[src/csa_pkg.sv]
// ----------------------------------------------------------------------------
// Cosine similarity accumulator package
// Shared word types, widths and the control-state encoding.
// ----------------------------------------------------------------------------
package csa_pkg;

  localparam int ELEM_W   = 16;
  localparam int SUM_W    = 48;
  localparam int FLOOR_W  = 20;
  localparam int ROOT_W   = 64;
  localparam int QUOT_W   = 32;
  localparam int STEP_W   = 5;
  localparam int QDEPTH   = 2;
  localparam int QPTR_W   = 1;
  localparam int QCNT_W   = 2;

  localparam logic [FLOOR_W-1:0] FLOOR_RESET = FLOOR_W'(11);

  // One accepted element pair.
  typedef struct packed {
    logic signed [ELEM_W-1:0] elem_a;
    logic signed [ELEM_W-1:0] elem_b;
    logic                     last_element;
  } item_t;

  // One similarity result.
  typedef struct packed {
    logic signed [ELEM_W-1:0] cosine;
    logic                     degenerate;
  } result_t;

  // Finished sums of one vector pair, handed from front to back.
  typedef struct packed {
    logic signed [SUM_W-1:0] sum_ab;
    logic signed [SUM_W-1:0] sum_aa;
    logic signed [SUM_W-1:0] sum_bb;
  } sums_t;

  // Handshake between the queue and a side that uses it.
  typedef struct packed {
    logic full;
    logic empty;
  } qstat_t;

  typedef enum logic [2:0] {
    ST_IDLE,
    ST_ROOT,
    ST_MUL,
    ST_CHECK,
    ST_DIV,
    ST_WRITE
  } back_state_t;

endpackage

[src/csa_queue.sv]
// ----------------------------------------------------------------------------
// Cosine similarity sums queue
// Short queue of finished sums between the front end and the back end.
// ----------------------------------------------------------------------------
module csa_queue (
  input  logic            clk,
  input  logic            rst,
  input  logic            push,
  input  csa_pkg::sums_t  wdata,
  input  logic            pop,
  output csa_pkg::sums_t  rdata,
  output csa_pkg::qstat_t stat
);
  import csa_pkg::*;

  sums_t             slots [QDEPTH];
  logic [QPTR_W-1:0] wptr, rptr;
  logic [QCNT_W-1:0] count;
  logic              do_push, do_pop;

  assign stat.full  = (count == QCNT_W'(QDEPTH));
  assign stat.empty = (count == '0);
  assign do_push    = push && !stat.full;
  assign do_pop     = pop && !stat.empty;
  assign rdata      = slots[rptr];

  // Storage.
  always_ff @(posedge clk) begin
    if (do_push) begin
      slots[wptr] <= wdata;
    end
  end

  // Pointers and fill count.
  always_ff @(posedge clk) begin
    if (rst) begin
      wptr  <= '0;
      rptr  <= '0;
      count <= '0;
    end else begin
      if (do_push) wptr <= wptr + 1'b1;
      if (do_pop)  rptr <= rptr + 1'b1;
      if (do_push && !do_pop) begin
        count <= count + 1'b1;
      end else if (do_pop && !do_push) begin
        count <= count - 1'b1;
      end
    end
  end

endmodule

[config.mk]
export PLATFORM = sky130hd
export DESIGN_NAME = csa_queue
export DESIGN_NICKNAME = d
export VERILOG_FILES = /design/src/csa_pkg.sv /design/src/csa_queue.sv
export SDC_FILE = /design/constraint.sdc
export NUM_CORES = 1
export LEC_CHECK = 0
export ABC_AREA = 1
export BUFFER_PORTS_ARGS = -buffer_cell sky130_fd_sc_hd__buf_2
export CORE_ASPECT_RATIO = 0.9
export CORE_MARGIN = 2
export CORE_UTILIZATION = 56
export CTS_CLUSTER_SIZE = 8
export DETAILED_ROUTE_END_ITERATION = 7
export HOLD_SLACK_MARGIN = 0.02
export PLACE_DENSITY = 0.84
export SLEW_MARGIN = 20
export SYNTH_ARGS = -nofsm -noshare
export SYNTH_HDL_FRONTEND = slang
export SYNTH_SLANG_ARGS = --single-unit
[constraint.sdc]
create_clock -name clk -period 16.4 [get_ports clk]
set_input_delay 0.82 -clock clk [delete_from_list [all_inputs] [get_ports clk]]
set_output_delay 0.82 -clock clk [all_outputs]
set_load 0.05 [all_outputs]
* Yosys cells after proc, flatten, opt, wreduce, memory -nomap -nowiden *
Memories as Yosys holds them, arrays and structs flattened. A register that Yosys moved wholly into a read port is not among the register bits.
Index checks and enable logic that the tools add are counted.

operators by class
  equal/unequal tests = 1
  reduce and logical (&&, ||, !) cells = 10
  $add $sub $neg = 4
  multiplexer cells = 6

operators by type and width
  operator                                          count
  logical AND 1 bit                                 4
  logical NOT 1 bit                                 4
  two-way mux 1 bit                                 4
  two-way mux 2 bit                                 2
  adder 1 bit, second input constant                2
  adder 2 x 1 -> 2 bit, second input constant       1
  equality test 2 bit, second input constant        1
  logical NOT 2 bit                                 1
  nonzero test 2 bit                                1
  subtractor 2 x 1 -> 2 bit, second input constant  1

storage, ports and cells
  input bits = 148
  output and inout port bits = 146
  flip-flop bits (word level) = 4
  memories kept = 1
  bits in writable memories = 288

memories
  memory  depth  width  read ports  clocked after memory_dff  wr ports  line             source
  slots   2      144    1           1                         1         csa_queue.sv:16  sums_t slots [QDEPTH];

* Depth between registers and ports, before layout *
  depth after elaboration = 7
  gate-level depth with buffers = 10
  mapped depth without buffers = 10

* Least setup slack after synthesis *
No wires, ideal clock.

  path type = input port to flip-flop
  from = input port push
  to = memory slots[0][0] (netlist bit), enable pin
  slack = 8.796 ns
  arrival = 6.954 ns
  stages on the path = 2
  path buffers = 0
  data required time = 15.750 ns
  cells stage by stage = o21ai_0 -> nor2_1

between the ends
  longest elaborated chain between the ends = 3

ends and longest elaborated chain
  item                                     line             source
  from (decl)                              csa_queue.sv:8   input logic push,
  logical AND 1 bit                        csa_queue.sv:23  assign do_push = push && !stat.full;
  two-way mux 1 bit                        csa_queue.sv:29  if (do_push) begin
  two-way mux 1 bit (implied by the code)  csa_queue.sv:30  slots[wptr] <= wdata;
  to (decl)                                csa_queue.sv:16

Every way passes these cells.

==> out/qor.csv <==
metric,value,unit
crit_fanout,61,
clock_path_buffers,3,
synth.top_cell.area_share,79.6,%
io_buffers,293,
synth_largest_area_cell,edfxtp_1,
postRouteAntennaNets,0,
synth_seq_cells,293,
routedWlPerCell,19.9,um
ctsResizeCount,0,
critPathRequiredTime,15.58,ns
layout-drive-gt1-share,59.7,%
nNetsFinal,962,
cts_tree,yes,
yosysUniqueCellTypes,15,
relSlewSlack,27.2,%
clock_latency,0.50,ns
r2r-start,count[0],
clk_pin_slew,0.05,ns
grt_pass1_wl,31800,um
p_leak,5.30,nW
syn_nets,634,
rsz0062_at_grt,no,
dr.pass1.iters,4,
syn_to_final_growth,26.4,%
cp_slowest_cell,buf_4,
outcome,finished clean,
h-tree-depth,2,
grt_pass1_vias,5966,
grt.total_usage,20.4,%
r2r-end,slots[0][64],
ios,294,
holdPathEnd,slots[0][90],
diodes,0,
p_total,2.50,mW
postCtsSetupRepairBufs,0,
drtIter0Drc,210,
antenna_found_initial,1,
cpPeakStageDelay,0.84,ns
drt-vias-per-instance,5.31,
synth_seq_area_share,80.5,%
startpoint_type,flip-flop,
rows,48,
finalWorstSetupSlack,12.48,ns
max_freq,0.255,GHz
hold_ws,0.508,ns
die_y,136,um
utilization,71.9,%
critPathArrivalTime,3.10,ns
cts-buffers-inserted,42,
dieArea,0.0205,mm^2
cts_root_buf,clkbuf_16,
slew_viol_final,0,
final_cell_mix,"293 x buf_2, 288 x edfxtp_1, 84 x mux2_2",
place_area,0.0126,mm^2
fin_cells,1072,
syn_inst,485,
floorplan.initialDensity,56.9,%
rrSetupSlack,13.38,ns
dp.cells,1017,
core,0.0191,mm^2
routed_wl,21300,um
place_congestion,0.736,
peakVddDrop,0.149,mV
fin_tns_setup,0,ns
min_period_over_period,23.9,%
grt_remaining_overflow,0,
syn-cell-area,0.0109,mm^2
drcViolationCount,0,
yosysWarnings,0,
fin_area,0.0137,mm^2
dieWidth,151,um
vias,5687,
worstSetupEndpointType,primary output,
crit_type,reg -> out,
setup_violations,0,
r2r_cells,4,
path_cells,buf_12 -> buf_4 -> mux2_2 -> buf_2,
drv_cap,0,
pre_cts_slack,12.80,ns
worstMarginPinSlew,1.09,ns
p_per_area,182,mW/mm^2
finalCriticalPeriod,3.92,ns
layout_commonest_cell,buf_2,
grt_max_degree,85,
dp_hpwl,13900,um
hold_start,wdata[90],
cts_sinks,293,
finClkSkew,0.0150,ns
syn_avg_cell_area,22.4,um^2
hold_viol,0,
min_path_type,in -> reg,
cts_hold_buf,0,
synth_area_leaders,"edfxtp_1 80%, mux2_2 8.7%, mux2_4 8.3%, dfxtp_1 0.92%, buf_6 0.83%",
fillCellCount,1156,
hold-path-cell-count,1,
routing by layer:
metal | up-vias | track usage [%] | share of wire, %
li1 | 2556 | - | -
met1 | 2815 | 23.6 | 37
met2 | 273 | 36.2 | 52
met3 | 41 | 6.51 | 9.4
met4 | 2 | 6.28 | 2.1
met5 | - | 0 | 0.033
critical path: cells and delay by family (launching register included):
kind / cells / cell delay [ns]
muxes: 1 / 0.42
DFF: 1 / 0.71
buffers and inverters: 3 / 1.35
flip-flops by register name, indices dropped and copies added (netlist names), named ones only:
name,cells
wptr,1
count,2
slots,288
rptr,1
cell usage after synthesis:
| library cell | n |
|---|---|
| a21oi_1 | 1 |
| and2_1 | 1 |
| buf_2 | 8 |
| buf_6 | 8 |
| dfxtp_1 | 5 |
| edfxtp_1 | 288 |
| ha_1 | 1 |
| inv_1 | 9 |
| mux2_2 | 84 |
| mux2_4 | 60 |
| nand2_1 | 4 |
| nand3_1 | 1 |
| nand4_1 | 1 |
| nor2_1 | 9 |
| o21ai_0 | 5 |
cell type report:
type                            count  area (um^2)  area share, %
Clock buffer                       51         1110           8.05
Sequential cell                   293         8750           63.7
Tap cell                          250          313           2.28
Multi-Input combinational cell    167         1970           14.4
Clock inverter                      2         12.5         0.0911
Inverter                            9         33.8          0.246
Timing Repair Buffer              300         1540           11.2
worst max-delay path by stage:
stage	from	slack [ns]	to	depth (start not counted)
global route	flip-flop	12.31	rdata[131]	4
detailed placement	flip-flop	12.80	rdata[131]	3
finish	flip-flop	12.48	rdata[122]	4
global placement	flip-flop	12.84	rdata[137]	3
floorplan	push	8.80	slots[0][0]	2
CTS	flip-flop	12.27	rdata[131]	3
power by group:
part,total [mW],switching [mW],internal (mW)
Sequential,0.990,0.0387,0.951
Clock,0.733,0.269,0.463
Combinational,0.780,0.556,0.223
logic make-up (layout without fill, tap and decap cells):
group / after synthesis / in the layout / synth area share (%)
adders and majority gates: 1 / 1 / 0.115
and+or+nand+nor: 16 / 16 / 0.610
muxes: 144 / 144 / 17.0
AOI/OAI and AO/OA: 6 / 6 / 0.276
buffers and inverters: 25 / 362 / 1.51
DFF: 293 / 293 / 80.5
(Power assumes the default switching activity.)
