`src/csa_pkg.sv`:
```
// ----------------------------------------------------------------------------
// Cosine similarity accumulator package
// Shared word types, widths and the control-state encoding.
// ----------------------------------------------------------------------------
package csa_pkg;

  localparam int ELEM_W   = 16;
  localparam int SUM_W    = 48;
  localparam int FLOOR_W  = 20;
  localparam int ROOT_W   = 64;
  localparam int QUOT_W   = 32;
  localparam int STEP_W   = 5;
  localparam int QDEPTH   = 2;
  localparam int QPTR_W   = 1;
  localparam int QCNT_W   = 2;

  localparam logic [FLOOR_W-1:0] FLOOR_RESET = FLOOR_W'(11);

  // One accepted element pair.
  typedef struct packed {
    logic signed [ELEM_W-1:0] elem_a;
    logic signed [ELEM_W-1:0] elem_b;
    logic                     last_element;
  } item_t;

  // One similarity result.
  typedef struct packed {
    logic signed [ELEM_W-1:0] cosine;
    logic                     degenerate;
  } result_t;

  // Finished sums of one vector pair, handed from front to back.
  typedef struct packed {
    logic signed [SUM_W-1:0] sum_ab;
    logic signed [SUM_W-1:0] sum_aa;
    logic signed [SUM_W-1:0] sum_bb;
  } sums_t;

  // Handshake between the queue and a side that uses it.
  typedef struct packed {
    logic full;
    logic empty;
  } qstat_t;

  typedef enum logic [2:0] {
    ST_IDLE,
    ST_ROOT,
    ST_MUL,
    ST_CHECK,
    ST_DIV,
    ST_WRITE
  } back_state_t;

endpackage

```
`src/csa_front.sv`:
```
// ----------------------------------------------------------------------------
// Cosine similarity front end
// Accepts element pairs, keeps the three saturating sums and hands the
// finished sums to the queue on the last pair of each vector.
// ----------------------------------------------------------------------------
module csa_front (
  input  logic           clk,
  input  logic           rst,
  input  logic           push,
  input  csa_pkg::item_t item,
  output logic           full,
  input  csa_pkg::qstat_t qstat,
  output logic           q_push,
  output csa_pkg::sums_t q_data
);
  import csa_pkg::*;

  logic                    accept;
  logic signed [SUM_W-1:0] sum_ab, sum_aa, sum_bb;
  logic signed [SUM_W-1:0] sum_ab_next, sum_aa_next, sum_bb_next;

  // Add a product to a sum, clamping at the 48-bit limits.
  function automatic logic signed [SUM_W-1:0] sat_add(
      input logic signed [SUM_W-1:0] acc,
      input logic signed [2*ELEM_W-1:0] p);
    logic signed [SUM_W:0] s;
    s = (SUM_W+1)'(acc) + (SUM_W+1)'(p);
    if (s[SUM_W] != s[SUM_W-1]) begin
      sat_add = s[SUM_W] ? {1'b1, {(SUM_W-1){1'b0}}} : {1'b0, {(SUM_W-1){1'b1}}};
    end else begin
      sat_add = s[SUM_W-1:0];
    end
  endfunction

  // No pair, last or not, can go in while the queue has no room.
  assign full   = qstat.full;
  assign accept = push && !qstat.full;

  // Sums including the current pair.
  always_comb begin
    sum_ab_next = sat_add(sum_ab, item.elem_a * item.elem_b);
    sum_aa_next = sat_add(sum_aa, item.elem_a * item.elem_a);
    sum_bb_next = sat_add(sum_bb, item.elem_b * item.elem_b);
  end

  assign q_push = accept && item.last_element;
  assign q_data = '{sum_ab: sum_ab_next, sum_aa: sum_aa_next, sum_bb: sum_bb_next};

  // Accumulators, cleared after every vector.
  always_ff @(posedge clk) begin
    if (rst) begin
      sum_ab <= '0;
      sum_aa <= '0;
      sum_bb <= '0;
    end else if (accept) begin
      if (item.last_element) begin
        sum_ab <= '0;
        sum_aa <= '0;
        sum_bb <= '0;
      end else begin
        sum_ab <= sum_ab_next;
        sum_aa <= sum_aa_next;
        sum_bb <= sum_bb_next;
      end
    end
  end

endmodule

```
`config.mk`:
```
export PLATFORM = sky130hd
export DESIGN_NAME = csa_front
export DESIGN_NICKNAME = d
export VERILOG_FILES = /design/src/csa_pkg.sv /design/src/csa_front.sv
export SDC_FILE = /design/constraint.sdc
export NUM_CORES = 2
export LEC_CHECK = 0
export ABC_AREA = 0
export BUFFER_PORTS_ARGS = -buffer_cell sky130_fd_sc_hd__buf_2
export CORE_ASPECT_RATIO = 1.4
export CORE_MARGIN = 3
export CORE_UTILIZATION = 60
export DETAILED_ROUTE_END_ITERATION = 12
export PLACE_DENSITY = 0.78
export SLEW_MARGIN = 20
export SYNTH_ARGS = -nofsm -noshare
export SYNTH_HDL_FRONTEND = slang
export SYNTH_SLANG_ARGS = --single-unit
```
`constraint.sdc`:
```
create_clock -name clk -period 14.2 [get_ports clk]
set_input_delay 2.13 -clock clk [delete_from_list [all_inputs] [get_ports clk]]
set_output_delay 2.13 -clock clk [all_outputs]
set_load 0.02 [all_outputs]
```
==> Word level (Yosys, flattened, before mapping) <==
Index checks and enable logic that the tools add are counted.
{ "totals": {"reg_bits": 144, "input_bits": 38, "output_inout_bits": 146} }
{ "op_classes": {"add_sub_neg": 3, "mul": 3, "n_eq_ne": 3, "mux": 9, "n_reduce_logical": 3} }
{ "op_table": {"columns": ["cell", "count"], "rows": [
  ["$mux 48", 9],
  ["$add 48x32->49", 3],
  ["$mul 16x16->32", 3],
  ["$ne 1x1->1", 3],
  ["$logic_and 1x1->1", 2],
  ["$logic_not 1->1", 1]
]} }

==> Logic depth before layout (Yosys ltp) <==
{ "logic_depth": {"word_depth": 5, "depth_mapped": 29, "ltp_nobuf": 25} }

==> Least setup slack after synthesis <==
OpenSTA, ideal clock, no wires.
{ "synth_path": {"path_kind": "input port to output port", "from": "input port item[16] (netlist name)", "to": "output port q_data[12] (netlist name)", "arrival_time_ps": 9641, "t_required_ps": 12070, "slack_ps": 2429, "stages": 26, "path_buffers": 5, "path_cell_list": "clkbuf_1 -> clkbuf_1 -> nand2_1 -> inv_1 -> fa_1 -> inv_1 -> fa_1 -> fa_1 -> fa_1 -> inv_1 -> fa_1 -> inv_1 -> fa_1 -> inv_1 -> ha_1 -> clkbuf_1 -> a21oi_1 -> o21ai_0 -> a21oi_1 -> o21ai_0 -> a221oi_1 -> mux2i_1 -> nor4_2 -> clkbuf_1 -> buf_2 -> maj3_1"} }
{ "synth_lines": {"columns": ["element", "line_no", "rtl"], "rows": [
  ["start: declaration", "csa_front.sv:10", "input csa_pkg::item_t item,"],
  ["end: declaration", "csa_front.sv:14", "output csa_pkg::sums_t q_data"]
]} }

==> impl_metrics.py <==
metrics = {
    "floorplanning": {
        "dieWidth_um": 241.9,
        "start_util_pct": 60.81,
        "ios": 184,
        "die-area_um2": 81340,
        "core-area_um2": 76870,
        "die_y_um": 336.3,
        "rows": 120,
    },
    "sta": {
        "holdWs_ns": 0.4671,
        "rsz0062_at_grt": "no",
        "setup_violations": 0,
        "fmax_mhz": 76.24,
        "setup_ws_ns": 1.083,
        "worst_slew_pin_slew_ns": 1.176,
        "post-route-period-util_pct": 92.37,
        "slew_headroom_pct": 21.28,
        "final.min_clock_period_ns": 13.12,
        "fin_setup_tns_ns": 0,
        "slew_viol_final": 0,
        "fin_skew_ns": 0.01550,
        "hold_violations": 0,
    },
    "grt": {
        "grt_pass1_wl_um": 199100,
        "grt_pass1_vias": 38810,
        "grt_antenna_before_repair": 7,
        "grt_usage_pct": 30.92,
        "grt_max_degree": 74,
        "grt.overflow.total": 0,
    },
    "clock_tree": {
        "hold_buffers": 0,
        "cts-buffers-inserted": 17,
        "clk_latency_ns": 0.52,
        "cts_root_buf": "clkbuf_16",
        "cts_tree": "built",
        "post_cts_buffers": 0,
        "cts_resized": 0,
        "h-tree-depth": 4,
        "path_clk_slew_ns": 0.07,
        "cts.sinks": 144,
        "clockBufferDepth": 2,
    },
    "drt": {
        "vias_per_cell": 5.606,
        "wl_met2_um": 60780,
        "routed_wl_um": 120100,
        "route.met3.wl_um": 7221,
        "drc_errors": 0,
        "vias": 35050,
        "top_layer_used": "met5",
        "wl_met1_um": 45350,
        "wl_per_cell_um": 19.20,
        "drt-initial-drc-count": 1873,
        "ant_nets": 0,
        "dr.pass1.iters": 7,
    },
    "setup_path": {
        "crit_path_end_kind": "output port",
        "worstReg2RegStart": "sum_ab[15]",
        "critical-path-max-stage-delay_ns": 0.70,
        "critPathCapture": "q_data[20]",
        "worst_ep_required_time_ns": 12.07,
        "r2r-end": "sum_ab[28]",
        "cp.depth": 26,
        "path_class": "input port to output port",
        "worstPathArrival_ns": 10.99,
        "rrSetupSlack_ns": 6.92,
        "crit_path_max_fanout": 15,
        "start_kind": "input port",
        "critical_path.n_buffers_inverters": 9,
        "crit_start": "item[3]",
        "crit_family": "adder cells",
        "reg2reg_depth": 21,
        "cp_slowest_cell": "fa_1",
    },
    "place": {
        "port_buffers": 182,
        "routabilityCongestion": 0.9276,
        "place_ws_ns": 1.145,
        "place_hpwl_um": 99030,
    },
    "logic_synthesis": {
        "synthMuxAreaShare_pct": 0.06424,
        "ys_ff_latch": 144,
        "synth_warnings": 0,
        "synth_ff_type": "dfxtp_1",
        "synth_edf_count": 0,
        "synth_top_family_by_area": "adder cells",
        "syn_area_um2": 46750,
        "synth-async-reset-ratio_pct": 0,
        "synth-simple-area-share_pct": 10.37,
        "netlist_instances": 5157,
        "synth_xor_area_share_pct": 3.107,
        "ys_seq_area_share_pct": 6.167,
        "syn-num-nets": 6666,
        "avgSynthCellArea_um2": 9.065,
        "synthAdderAreaFrac_pct": 57.75,
        "synth_cell_types": 80,
        "synth-compound-area-share_pct": 9.866,
    },
    "final_layout": {
        "area_delta_synth_final_pct": 5.259,
        "drive_above_1_share_pct": 6.100,
        "fin_util_pct": 64.01,
        "nets": 6710,
    },
    "run": {
        "drv_cap": 0,
    },
    "worst_hold_path": {
        "min_path_type": "flop to flop",
    },
    "outcome": {
        "status": "completed",
    },
}
==> flip-flops by register name, summed over array words and instances, names as in the netlist <==
| register | cells |
|---|---|
| sum_ab | 48 |
| sum_bb | 48 |
| sum_aa | 48 |
==> tightest hold or removal path, delay by kind of cell, from the launching register on <==
| kind | cells | cell delay [ns] |
|---|---|---|
| AO/OA/AOI/OAI | 1 | 0.06 |
| flip-flops | 1 | 0.34 |
| AND/OR/NAND/NOR | 1 | 0.05 |
==> synth_stat cells (14+ instances only) <==
library cell | count | area share [%]
nand4_1 | 26 | 0.35
o21bai_1 | 35 | 0.56
nand2b_1 | 19 | 0.25
xnor2_1 | 121 | 2.3
nor2b_1 | 24 | 0.32
maj3_1 | 81 | 1.7
fa_1 | 1035 | 44
a31oi_1 | 22 | 0.29
a221o_1 | 82 | 1.8
buf_2 | 31 | 0.33
a211oi_1 | 18 | 0.29
xor2_1 | 43 | 0.81
clkbuf_1 | 167 | 1.3
a21o_1 | 70 | 1.1
and2_1 | 186 | 2.5
nand3_1 | 30 | 0.32
nor2_1 | 229 | 1.8
nand2_1 | 439 | 3.5
nor3_1 | 20 | 0.21
dfxtp_1 | 144 | 6.2
and3_1 | 24 | 0.32
a21oi_1 | 198 | 2.1
a31o_2 | 14 | 0.26
ha_1 | 436 | 12
o21ai_0 | 125 | 1.3
inv_1 | 1355 | 11
==> logic make-up after synthesis <==
kind of cell,after synthesis
xor+xnor,165
simple gates,1044
mux,3
flops,144
buf+inv,1567
compound gates,681
fa+ha+maj,1553
==> layer usage <==
layer,GRT usage [%],vias up
met5,0,-
met4,16.33,6
met3,4.084,347
met2,54.76,1182
met1,36.85,17680
li1,-,15840
==> cell type report <==
cell class / instances / area, um2
multi-input cells: 3446 / 38020
fillers: 6424 / 27670
inverters: 1358 / 5097
flip-flops and latches: 144 / 2883
repair buffers: 234 / 1314
well taps: 1037 / 1297
clock buffers: 18 / 439.2
clock inverters: 13 / 153.9
diodes: 2 / 5.005
==> metrics by stage <==
| stage | instance area [um2] | cells |
|---|---|---|
| global route | 49200 | 6250 |
| detailed placement | 48610 | 6219 |
| CTS | 49200 | 6250 |
| floorplan | 46750 | 5157 |
| finish | 49210 | 6252 |
| global placement | 48610 | 6219 |
==> worst min path at each step <==
stage,startpoint,to,cells past startpoint
3_5_place_dp,sum_ab[19],sum_ab[19],2
5_1_grt,sum_aa[32],sum_aa[32],1
3_3_place_gp,sum_ab[41],sum_ab[41],1
4_1_cts,sum_ab[41],sum_ab[41],1
2_1_floorplan,sum_ab[15],sum_ab[15],2
6_report,sum_ab[19],sum_ab[19],2
==> placed cells by master, fill, tap and decap left out, types with 17 or more instances in the layout <==
cell type / instances
xor2_1: 43
a211oi_1: 18
nor2_1: 225
and2_1: 186
nand3_1: 30
o21ai_0: 125
buf_2: 182
maj3_1: 81
ha_1: 436
nand4_1: 26
clkbuf_16: 17
a21o_1: 70
inv_1: 1355
nor3_1: 19
a31oi_1: 22
fa_1: 1032
dfxtp_1: 144
buf_4: 51
nand2b_1: 19
a21oi_1: 198
nor2b_1: 23
o21bai_1: 35
xnor2_1: 118
and3_1: 24
nand2_1: 439
a221o_1: 82
Power is left out: the tool's default activity adds up to more than one toggle a clock period on the data nets, which glitch-free logic cannot reach.
