$ cat src/csa_pkg.sv
// ----------------------------------------------------------------------------
// Cosine similarity accumulator package
// Shared word types, widths and the control-state encoding.
// ----------------------------------------------------------------------------
package csa_pkg;

  localparam int ELEM_W   = 16;
  localparam int SUM_W    = 48;
  localparam int FLOOR_W  = 20;
  localparam int ROOT_W   = 64;
  localparam int QUOT_W   = 32;
  localparam int STEP_W   = 5;
  localparam int QDEPTH   = 2;
  localparam int QPTR_W   = 1;
  localparam int QCNT_W   = 2;

  localparam logic [FLOOR_W-1:0] FLOOR_RESET = FLOOR_W'(11);

  // One accepted element pair.
  typedef struct packed {
    logic signed [ELEM_W-1:0] elem_a;
    logic signed [ELEM_W-1:0] elem_b;
    logic                     last_element;
  } item_t;

  // One similarity result.
  typedef struct packed {
    logic signed [ELEM_W-1:0] cosine;
    logic                     degenerate;
  } result_t;

  // Finished sums of one vector pair, handed from front to back.
  typedef struct packed {
    logic signed [SUM_W-1:0] sum_ab;
    logic signed [SUM_W-1:0] sum_aa;
    logic signed [SUM_W-1:0] sum_bb;
  } sums_t;

  // Handshake between the queue and a side that uses it.
  typedef struct packed {
    logic full;
    logic empty;
  } qstat_t;

  typedef enum logic [2:0] {
    ST_IDLE,
    ST_ROOT,
    ST_MUL,
    ST_CHECK,
    ST_DIV,
    ST_WRITE
  } back_state_t;

endpackage

$ cat src/csa_back.sv
// ----------------------------------------------------------------------------
// Cosine similarity back end
// Takes finished sums, forms both norms by shared-step square roots, the
// denominator, a bit-serial quotient, and holds the result word.
// ----------------------------------------------------------------------------
module csa_back (
  input  logic                          clk,
  input  logic                          rst,
  input  logic [csa_pkg::FLOOR_W-1:0]   floor_val,
  input  csa_pkg::qstat_t               qstat,
  input  csa_pkg::sums_t                q_data,
  output logic                          q_pop,
  input  logic                          pop,
  output logic                          empty,
  output csa_pkg::result_t              result
);
  import csa_pkg::*;

  back_state_t state, state_next;

  logic signed [SUM_W-1:0] sum_ab;
  logic [ROOT_W-1:0]       xa, xb, ra, rb, bitv, den, rem;
  logic [QUOT_W-1:0]       quot;
  logic [STEP_W-1:0]       step;
  logic [SUM_W-1:0]        mag;
  logic                    deg;
  logic                    res_valid;
  logic                    do_write;
  logic                    last_step;

  logic [ROOT_W-1:0]       ta, tb;
  logic [ROOT_W:0]         rem2;
  logic [QUOT_W:0]         qr;
  logic [ELEM_W-1:0]       cos_val;

  assign empty     = !res_valid;
  assign last_step = (step == {STEP_W{1'b1}});
  assign mag       = sum_ab[SUM_W-1] ? SUM_W'(-sum_ab) : SUM_W'(sum_ab);

  // Next state.
  always_comb begin
    state_next = state;
    unique case (state)
      ST_IDLE:  if (!qstat.empty) state_next = ST_ROOT;
      ST_ROOT:  if (last_step) state_next = ST_MUL;
      ST_MUL:   state_next = ST_CHECK;
      ST_CHECK: begin
        if (den <= {28'b0, floor_val, 16'b0} || {16'b0, mag} >= den) begin
          state_next = ST_WRITE;
        end else begin
          state_next = ST_DIV;
        end
      end
      ST_DIV:   if (last_step) state_next = ST_WRITE;
      ST_WRITE: if (!res_valid || pop) state_next = ST_IDLE;
      default:  state_next = ST_IDLE;
    endcase
  end

  // Outputs of the control.
  always_comb begin
    q_pop    = (state == ST_IDLE) && !qstat.empty;
    do_write = (state == ST_WRITE) && (!res_valid || pop);
  end

  // Trial subtractions of one root step and one divide step.
  always_comb begin
    ta   = ra + bitv;
    tb   = rb + bitv;
    rem2 = {rem, 1'b0};
  end

  // Round half away from zero and saturate.
  always_comb begin
    qr = ({1'b0, quot} + (QUOT_W+1)'(1)) >> 1;
    if (deg) begin
      cos_val = '0;
    end else if (sum_ab[SUM_W-1]) begin
      cos_val = (qr > (QUOT_W+1)'(32768)) ? 16'h8000 : ELEM_W'(-qr[ELEM_W-1:0]);
    end else begin
      cos_val = (qr > (QUOT_W+1)'(32767)) ? 16'h7fff : qr[ELEM_W-1:0];
    end
  end

  // Datapath registers.
  always_ff @(posedge clk) begin
    unique case (state)
      ST_IDLE: begin
        sum_ab <= q_data.sum_ab;
        xa     <= q_data.sum_aa[SUM_W-1] ? '0 : {1'b0, q_data.sum_aa[SUM_W-2:0], 16'b0};
        xb     <= q_data.sum_bb[SUM_W-1] ? '0 : {1'b0, q_data.sum_bb[SUM_W-2:0], 16'b0};
        ra     <= '0;
        rb     <= '0;
        bitv   <= {2'b01, {(ROOT_W-2){1'b0}}};
        step   <= '0;
      end
      ST_ROOT: begin
        if (xa >= ta) begin
          xa <= xa - ta;
          ra <= (ra >> 1) + bitv;
        end else begin
          ra <= ra >> 1;
        end
        if (xb >= tb) begin
          xb <= xb - tb;
          rb <= (rb >> 1) + bitv;
        end else begin
          rb <= rb >> 1;
        end
        bitv <= bitv >> 2;
        step <= step + 1'b1;
      end
      ST_MUL: begin
        den <= ra[QUOT_W-1:0] * rb[QUOT_W-1:0];
      end
      ST_CHECK: begin
        rem  <= {16'b0, mag};
        step <= '0;
        if (den <= {28'b0, floor_val, 16'b0}) begin
          deg  <= 1'b1;
          quot <= '0;
        end else if ({16'b0, mag} >= den) begin
          deg  <= 1'b0;
          quot <= '1;
        end else begin
          deg  <= 1'b0;
          quot <= '0;
        end
      end
      ST_DIV: begin
        if (rem2 >= {1'b0, den}) begin
          rem  <= ROOT_W'(rem2 - {1'b0, den});
          quot <= {quot[QUOT_W-2:0], 1'b1};
        end else begin
          rem  <= rem2[ROOT_W-1:0];
          quot <= {quot[QUOT_W-2:0], 1'b0};
        end
        step <= step + 1'b1;
      end
      ST_WRITE: begin
      end
      default: begin
      end
    endcase
  end

  // Result word register.
  always_ff @(posedge clk) begin
    if (do_write) begin
      result <= '{cosine: cos_val, degenerate: deg};
    end
  end

  // Control registers.
  always_ff @(posedge clk) begin
    if (rst) begin
      state     <= ST_IDLE;
      res_valid <= 1'b0;
    end else begin
      state <= state_next;
      if (do_write) begin
        res_valid <= 1'b1;
      end else if (pop) begin
        res_valid <= 1'b0;
      end
    end
  end

endmodule

$ cat config.mk
export PLATFORM = sky130hd
export DESIGN_NAME = csa_back
export DESIGN_NICKNAME = d
export VERILOG_FILES = /design/src/csa_pkg.sv /design/src/csa_back.sv
export SDC_FILE = /design/constraint.sdc
export NUM_CORES = 2
export LEC_CHECK = 0
export BUFFER_PORTS_ARGS = -buffer_cell sky130_fd_sc_hd__buf_4
export CAP_MARGIN = 20
export CELL_PAD_IN_SITES_DETAIL_PLACEMENT = 1
export CELL_PAD_IN_SITES_GLOBAL_PLACEMENT = 1
export CORE_MARGIN = 3
export CORE_UTILIZATION = 30
export DETAILED_ROUTE_END_ITERATION = 8
export PLACE_DENSITY_LB_ADDON = 0.1
export SYNTH_ARGS = -nofsm -noshare
export SYNTH_HDL_FRONTEND = slang
export SYNTH_SLANG_ARGS = --single-unit
$ cat constraint.sdc
create_clock -name clk -period 20.1 [get_ports clk]
set_input_delay 4.02 -clock clk [delete_from_list [all_inputs] [get_ports clk]]
set_output_delay 4.02 -clock clk [all_outputs]
set_load 0.01 [all_outputs]
**Word-level counts from Yosys, hierarchy flattened**

Cells that the tools add are included.

- Add/sub/neg operators: 11
- $mul: 1
- Magnitude comparators: 7
- Equality and inequality tests: 12
- Mux-type cells: 31
- Reduce and logical (&&, ||, !) cells: 16

Operators with widths:

| cell | number |
|---|---|
| $pmux 64 s2 | 6 |
| $mux 64 | 5 |
| $sub 64x64->64 | 3 |
| $add 63x64->64 | 2 |
| $add 64x64->64 | 2 |
| $ge 64x64->1 | 2 |
| $mux 63 | 2 |
| $ge 65x64->1 | 1 |
| $ge 48x64->1 | 1 |
| $le 64x36->1 | 1 |
| $mul 32x32->64 | 1 |
| $mux 32 | 2 |
| $pmux 32 s2 | 1 |
| $mux 16 | 3 |
| $mux 48 | 1 |
| $neg 48->48 | 1 |
| $add 32x1->33 const B | 1 |
| $gt 32x15->1 const B | 1 |
| $gt 32x16->1 const B | 1 |
| $pmux 3 s6 | 1 |
| $neg 16->16 | 1 |
| $mux 3 | 4 |
| $ne 2x2->1 const B | 6 |
| $pmux 5 s2 | 1 |
| 14 further kinds | 28 |

- Bits in registers: 555
- Input bits: 169
- Output and inout bits: 19
- Logic and storage cells: 93

**Depth between registers and ports, before layout**

- Depth after elaboration: 6
- Mapped depth: 31
- Mapped depth without buffers: 29

**Worst setup path after synthesis**

OpenSTA, ideal clock, no wires.

- Kind: reg2reg
- Start point: reg state[1]
- End point: reg xa[0] (enable)
- Setup time: 583 ps
- Data arrival time: 12,196 ps
- Data required time: 19,517 ps
- Setup slack: 7,321 ps
- Stages on the path, launching flop included: 4
- Path buffers: 1
- Clock period less this slack: 12,779 ps
- Path through: dfxtp_1 -> clkbuf_1 -> nor2_1 -> a21boi_0

- Longest elaborated chain between the ends: 3
- Elaborated cells on any way between the ends: 5
- Those cells by class: eq/ne: 2; reduce/logical: 3

Ends and longest elaborated chain:

| what | line | RTL |
|---|---|---|
| start: declaration | csa_back.sv:19 | `back_state_t state, state_next;` |
| start signal: assignment | csa_back.sv:160 | `state <= state_next;` |
| $eq 3x1->1 or $logic_not 3->1 (tied branches) | csa_back.sv:87 | `unique case (state)` |
| $ne 2x2->1 (no source line) or $reduce_bool 2->1 (tied branches) | -- |  |
| $reduce_and 2->1 (no source line) * | -- |  |
| end signal: assignment | csa_back.sv:90 | `xa <= q_data.sum_aa[SUM_W-1] ? '0 : {1'b0, q_data.sum_aa[SUM_W-2:0], 16'b0};` |
| end signal: assignment | csa_back.sv:99 | `xa <= xa - ta;` |
| end: declaration | csa_back.sv:22 | `logic [ROOT_W-1:0] xa, xb, ra, rb, bitv, den, rem;` |

Every way passes the cells marked *; elsewhere a longest branch is shown, timed or not.
A chain may end at the register's enable or synchronous reset.

**Worst setup path in the final report**

- Start point: reg rb[3]
- End point: reg den[48] (data pin)

- Longest elaborated chain between the ends: 1

Ends and longest elaborated chain:

| what | line | RTL |
|---|---|---|
| start: declaration | csa_back.sv:22 |  |
| start signal: assignment | csa_back.sv:106 | `rb <= (rb >> 1) + bitv;` |
| start signal: assignment | csa_back.sv:108 | `rb <= rb >> 1;` |
| $mul 32x32->64 | csa_back.sv:114 | `den <= ra[QUOT_W-1:0] * rb[QUOT_W-1:0];` |
| end signal: assignment | csa_back.sv:114 |  |
| end: declaration | csa_back.sv:22 |  |

Every way passes these cells.

==> metrics <==
Die ar. 265500 µm²; internal power 3.705 mW; register share of total power 23.3%; YS warnings 0; setup repair bufs after CTS 0; clock share of power 21.0%; nets@finish 10280; Max IR drop VDD 0.0001092 V; first-pass GRT wire length 414700 µm; Setup Slack @ Placement 10660 ps; I/O Pins 188; CP dominant cell by count fa_1; via count 61500; TritonCTS buffer count 79; R2R cell count 26; Cell Rows 186; xor and xnor area share after synthesis 5.787%; Slew headroom 23.40%; pin count of the biggest net entering global routing 162; RSZ-0062 raised after global routing false; H-tree depth 3; CTS sink cnt 523; Yosys top cell area share 23.14%; sw frac 46.95%; clock slew at reported path FFs 60 ps; asr flop ratio synth 0%; DR vias/cell 5.123; Final HPWL DP 205000 µm; CP Capture Type register; PostCTS Resize Cnt 0; Placed Cells 11850; largest family of logic cells by synthesized area adder cells; CTS tree yes; # hold bufs at CTS 0; Final Util 33.14%; drt first pass iters 5; Adder-Cell Fraction of Synth Area 33.77%; mux share of post-synthesis cell area 0.8541%; most numerous cell in the Yosys netlist inv_1; leak pwr 37.90 nW; DRC Markers 0; Core Region 257400 µm²; final max-slew violation count 0; fmax 0.1063 GHz; root buf cell clkbuf_16; status complete, no violations; Tcrit/Tclk final 46.80%; compound-cell area share of the yosys netlist 14.52%; Die X 515.2 µm; Final Skew 70.47 ps; cell taking the most area after synthesis fa_1; PD cells 81.87 nW/µm²; layout cells sized above 1 5.818%; Netlist cell types 89; startpoint types register; Avg WL per Cell 21.99 µm; ranking of synthesized cells by area fa_1 (23%), edfxtp_1 (20%), ha_1 (11%); Final Hold Fails 0; hold path depth 2; All-Layer GR Usage 19.90%; initial antenna violation count 6; Yosys reg bits 523; top cells by count, synth inv_1 (1053), fa_1 (899), nand2_1 (802); Post-synth EDFFs 519; Die Ht 515.2 µm; Starting Density 30.22%; Comb pwr share 55.7%; Tightest Pin Transition 1134 ps; max cap viols 0; Area Growth Syn to Fin 9.649%; Worst Path Arrival 9840 ps; critical path class register to register; Final TNS setup 0 ps; most used flip-flop cell after synthesis edfxtp_1; Largest delay share family, worst path adder cells; maximum buffer depth of the clock tree 3; grt ovf 0; endpoints failing setup 0; Mapped Cells 8645; vias in the first global route 68470; Skew-Pair Late Insertion Delay 730 ps; Worst EP required 20530 ps; Mapped Nets 10370; Mapped Avg Cell Area 8.999 µm²; synthesized area 77790 µm²; GP Congestion 0.8626; sw power 3.279 mW; Final WS setup 10690 ps; port bufs 186; Crit. path cell count 26; ANT nets after route 0; Seq/Total Area, Yosys 20.14%; critical path's slowest cell edfxtp_1; worst-path maximum fanout 24; HP Class register to register; final cell count without fillers 12010; Detailed Route Iter0 Violations 2613; simple-gate area share of the yosys netlist 17.56%; Buf/Inv on CP 5; slowest stage delay, CP 870 ps; post-layout minimum cycle time 9408 ps; Post-Route WL 264000 µm
[worst paths after layout]
kind,end,slack [ps],startpoint
max,den[48],10690,rb[3]
min,res_valid,560,res_valid
max reg2reg,den[48],10690,rb[3]
min reg2reg,res_valid,560,res_valid
[area by class of cell]
class                   count  area (µm²)
multi-input cells        6597       56520
well taps                3384        4234
repair buffers            292        2216
diodes                     11       27.53
clock buffers              88        2011
flip-flops and latches    523       15670
clock inverters            57       665.6
fillers                 29630      172100
inverters                1054        3964
[layer usage]
layer / global-route usage, % / vias up / routed length [µm]
li1: - / 28920 / -
met1: 26.38 / 31650 / 122900
met2: 35.00 / 700 / 128900
met3: 1.715 / 233 / 6109
met4: 4.578 / 0 / 6136
met5: 0 / - / 0
[cells in the final DEF (no fill, tap or decap), types with 14 or more instances in the layout]
cell       Yosys  routed
and2_1       680     680
or3_1         44      44
nor2_1       450     446
inv_1       1053    1053
o21a_1        58      58
or4_1         17      17
a211oi_1      70      69
nand3_1      122     122
nand2_1      802     801
xnor2_1      297     297
o211ai_1      21      21
o21ai_0      405     404
edfxtp_1     519     519
o31a_1        14      14
mux2i_1       63      63
nor3_1        83      82
nor4_1        40      39
a21o_1       237     237
buf_4          0     288
or2_2         18      18
o21bai_1      86      86
ha_1         661     661
nor2b_1       64      63
and4_1        16      16
fa_1         899     899
clkbuf_16      0      79
clkinv_1       1      19
a21oi_1      471     471
nand2b_1      36      36
a21boi_0      31      29
nand3b_1     102     102
o31ai_1       39      38
xor2_1       217     217
and3_1        47      47
a31oi_1      143     143
a31o_2        31      31
nand4_1      124     124
o41ai_1       17      17
[cell families after synthesis]
| family | count (synthesis) |
|---|---|
| xor gates and xnor gates | 514 |
| buffers and inverters | 1525 |
| muxes | 66 |
| AOI/OAI and AO/OA | 1777 |
| adders and majority gates | 1560 |
| DFF | 523 |
| and+or+nand+nor | 2680 |
[sequential cells by signal (all words and copies together) (netlist names)]
register	flops
rem	64
step	5
quot	32
den	64
rb	64
result	17
state	3
res_valid	1
deg	1
sum_ab	48
ra	64
bitv	32
xb	64
xa	64
[power by group through the flow]
stage	Sequential (mW)	Clock (mW)	Combinational, mW
finish	1.63	1.47	3.89
global route	1.65	1.56	4.36
CTS	1.63	1.53	3.95
detailed placement	1.65	0	3.92
global placement	1.64	0	3.88
floorplan	1.57	0	2.72
[tightest hold or removal path: stages, from the launching register on]
cell	delay [ps]
dfxtp_1	310
nand2b_1	130
a21oi_1	80
[through the flow]
stage	power (mW)	hold WS, ps	area [µm²]
global placement	5.523	555.5	82560
finish	6.983	555.8	85300
global route	7.570	604.1	85280
floorplan	4.283	486.2	77790
detailed placement	5.567	549.7	82570
CTS	7.102	559.6	85250
Power figures use the tool's default switching activity.
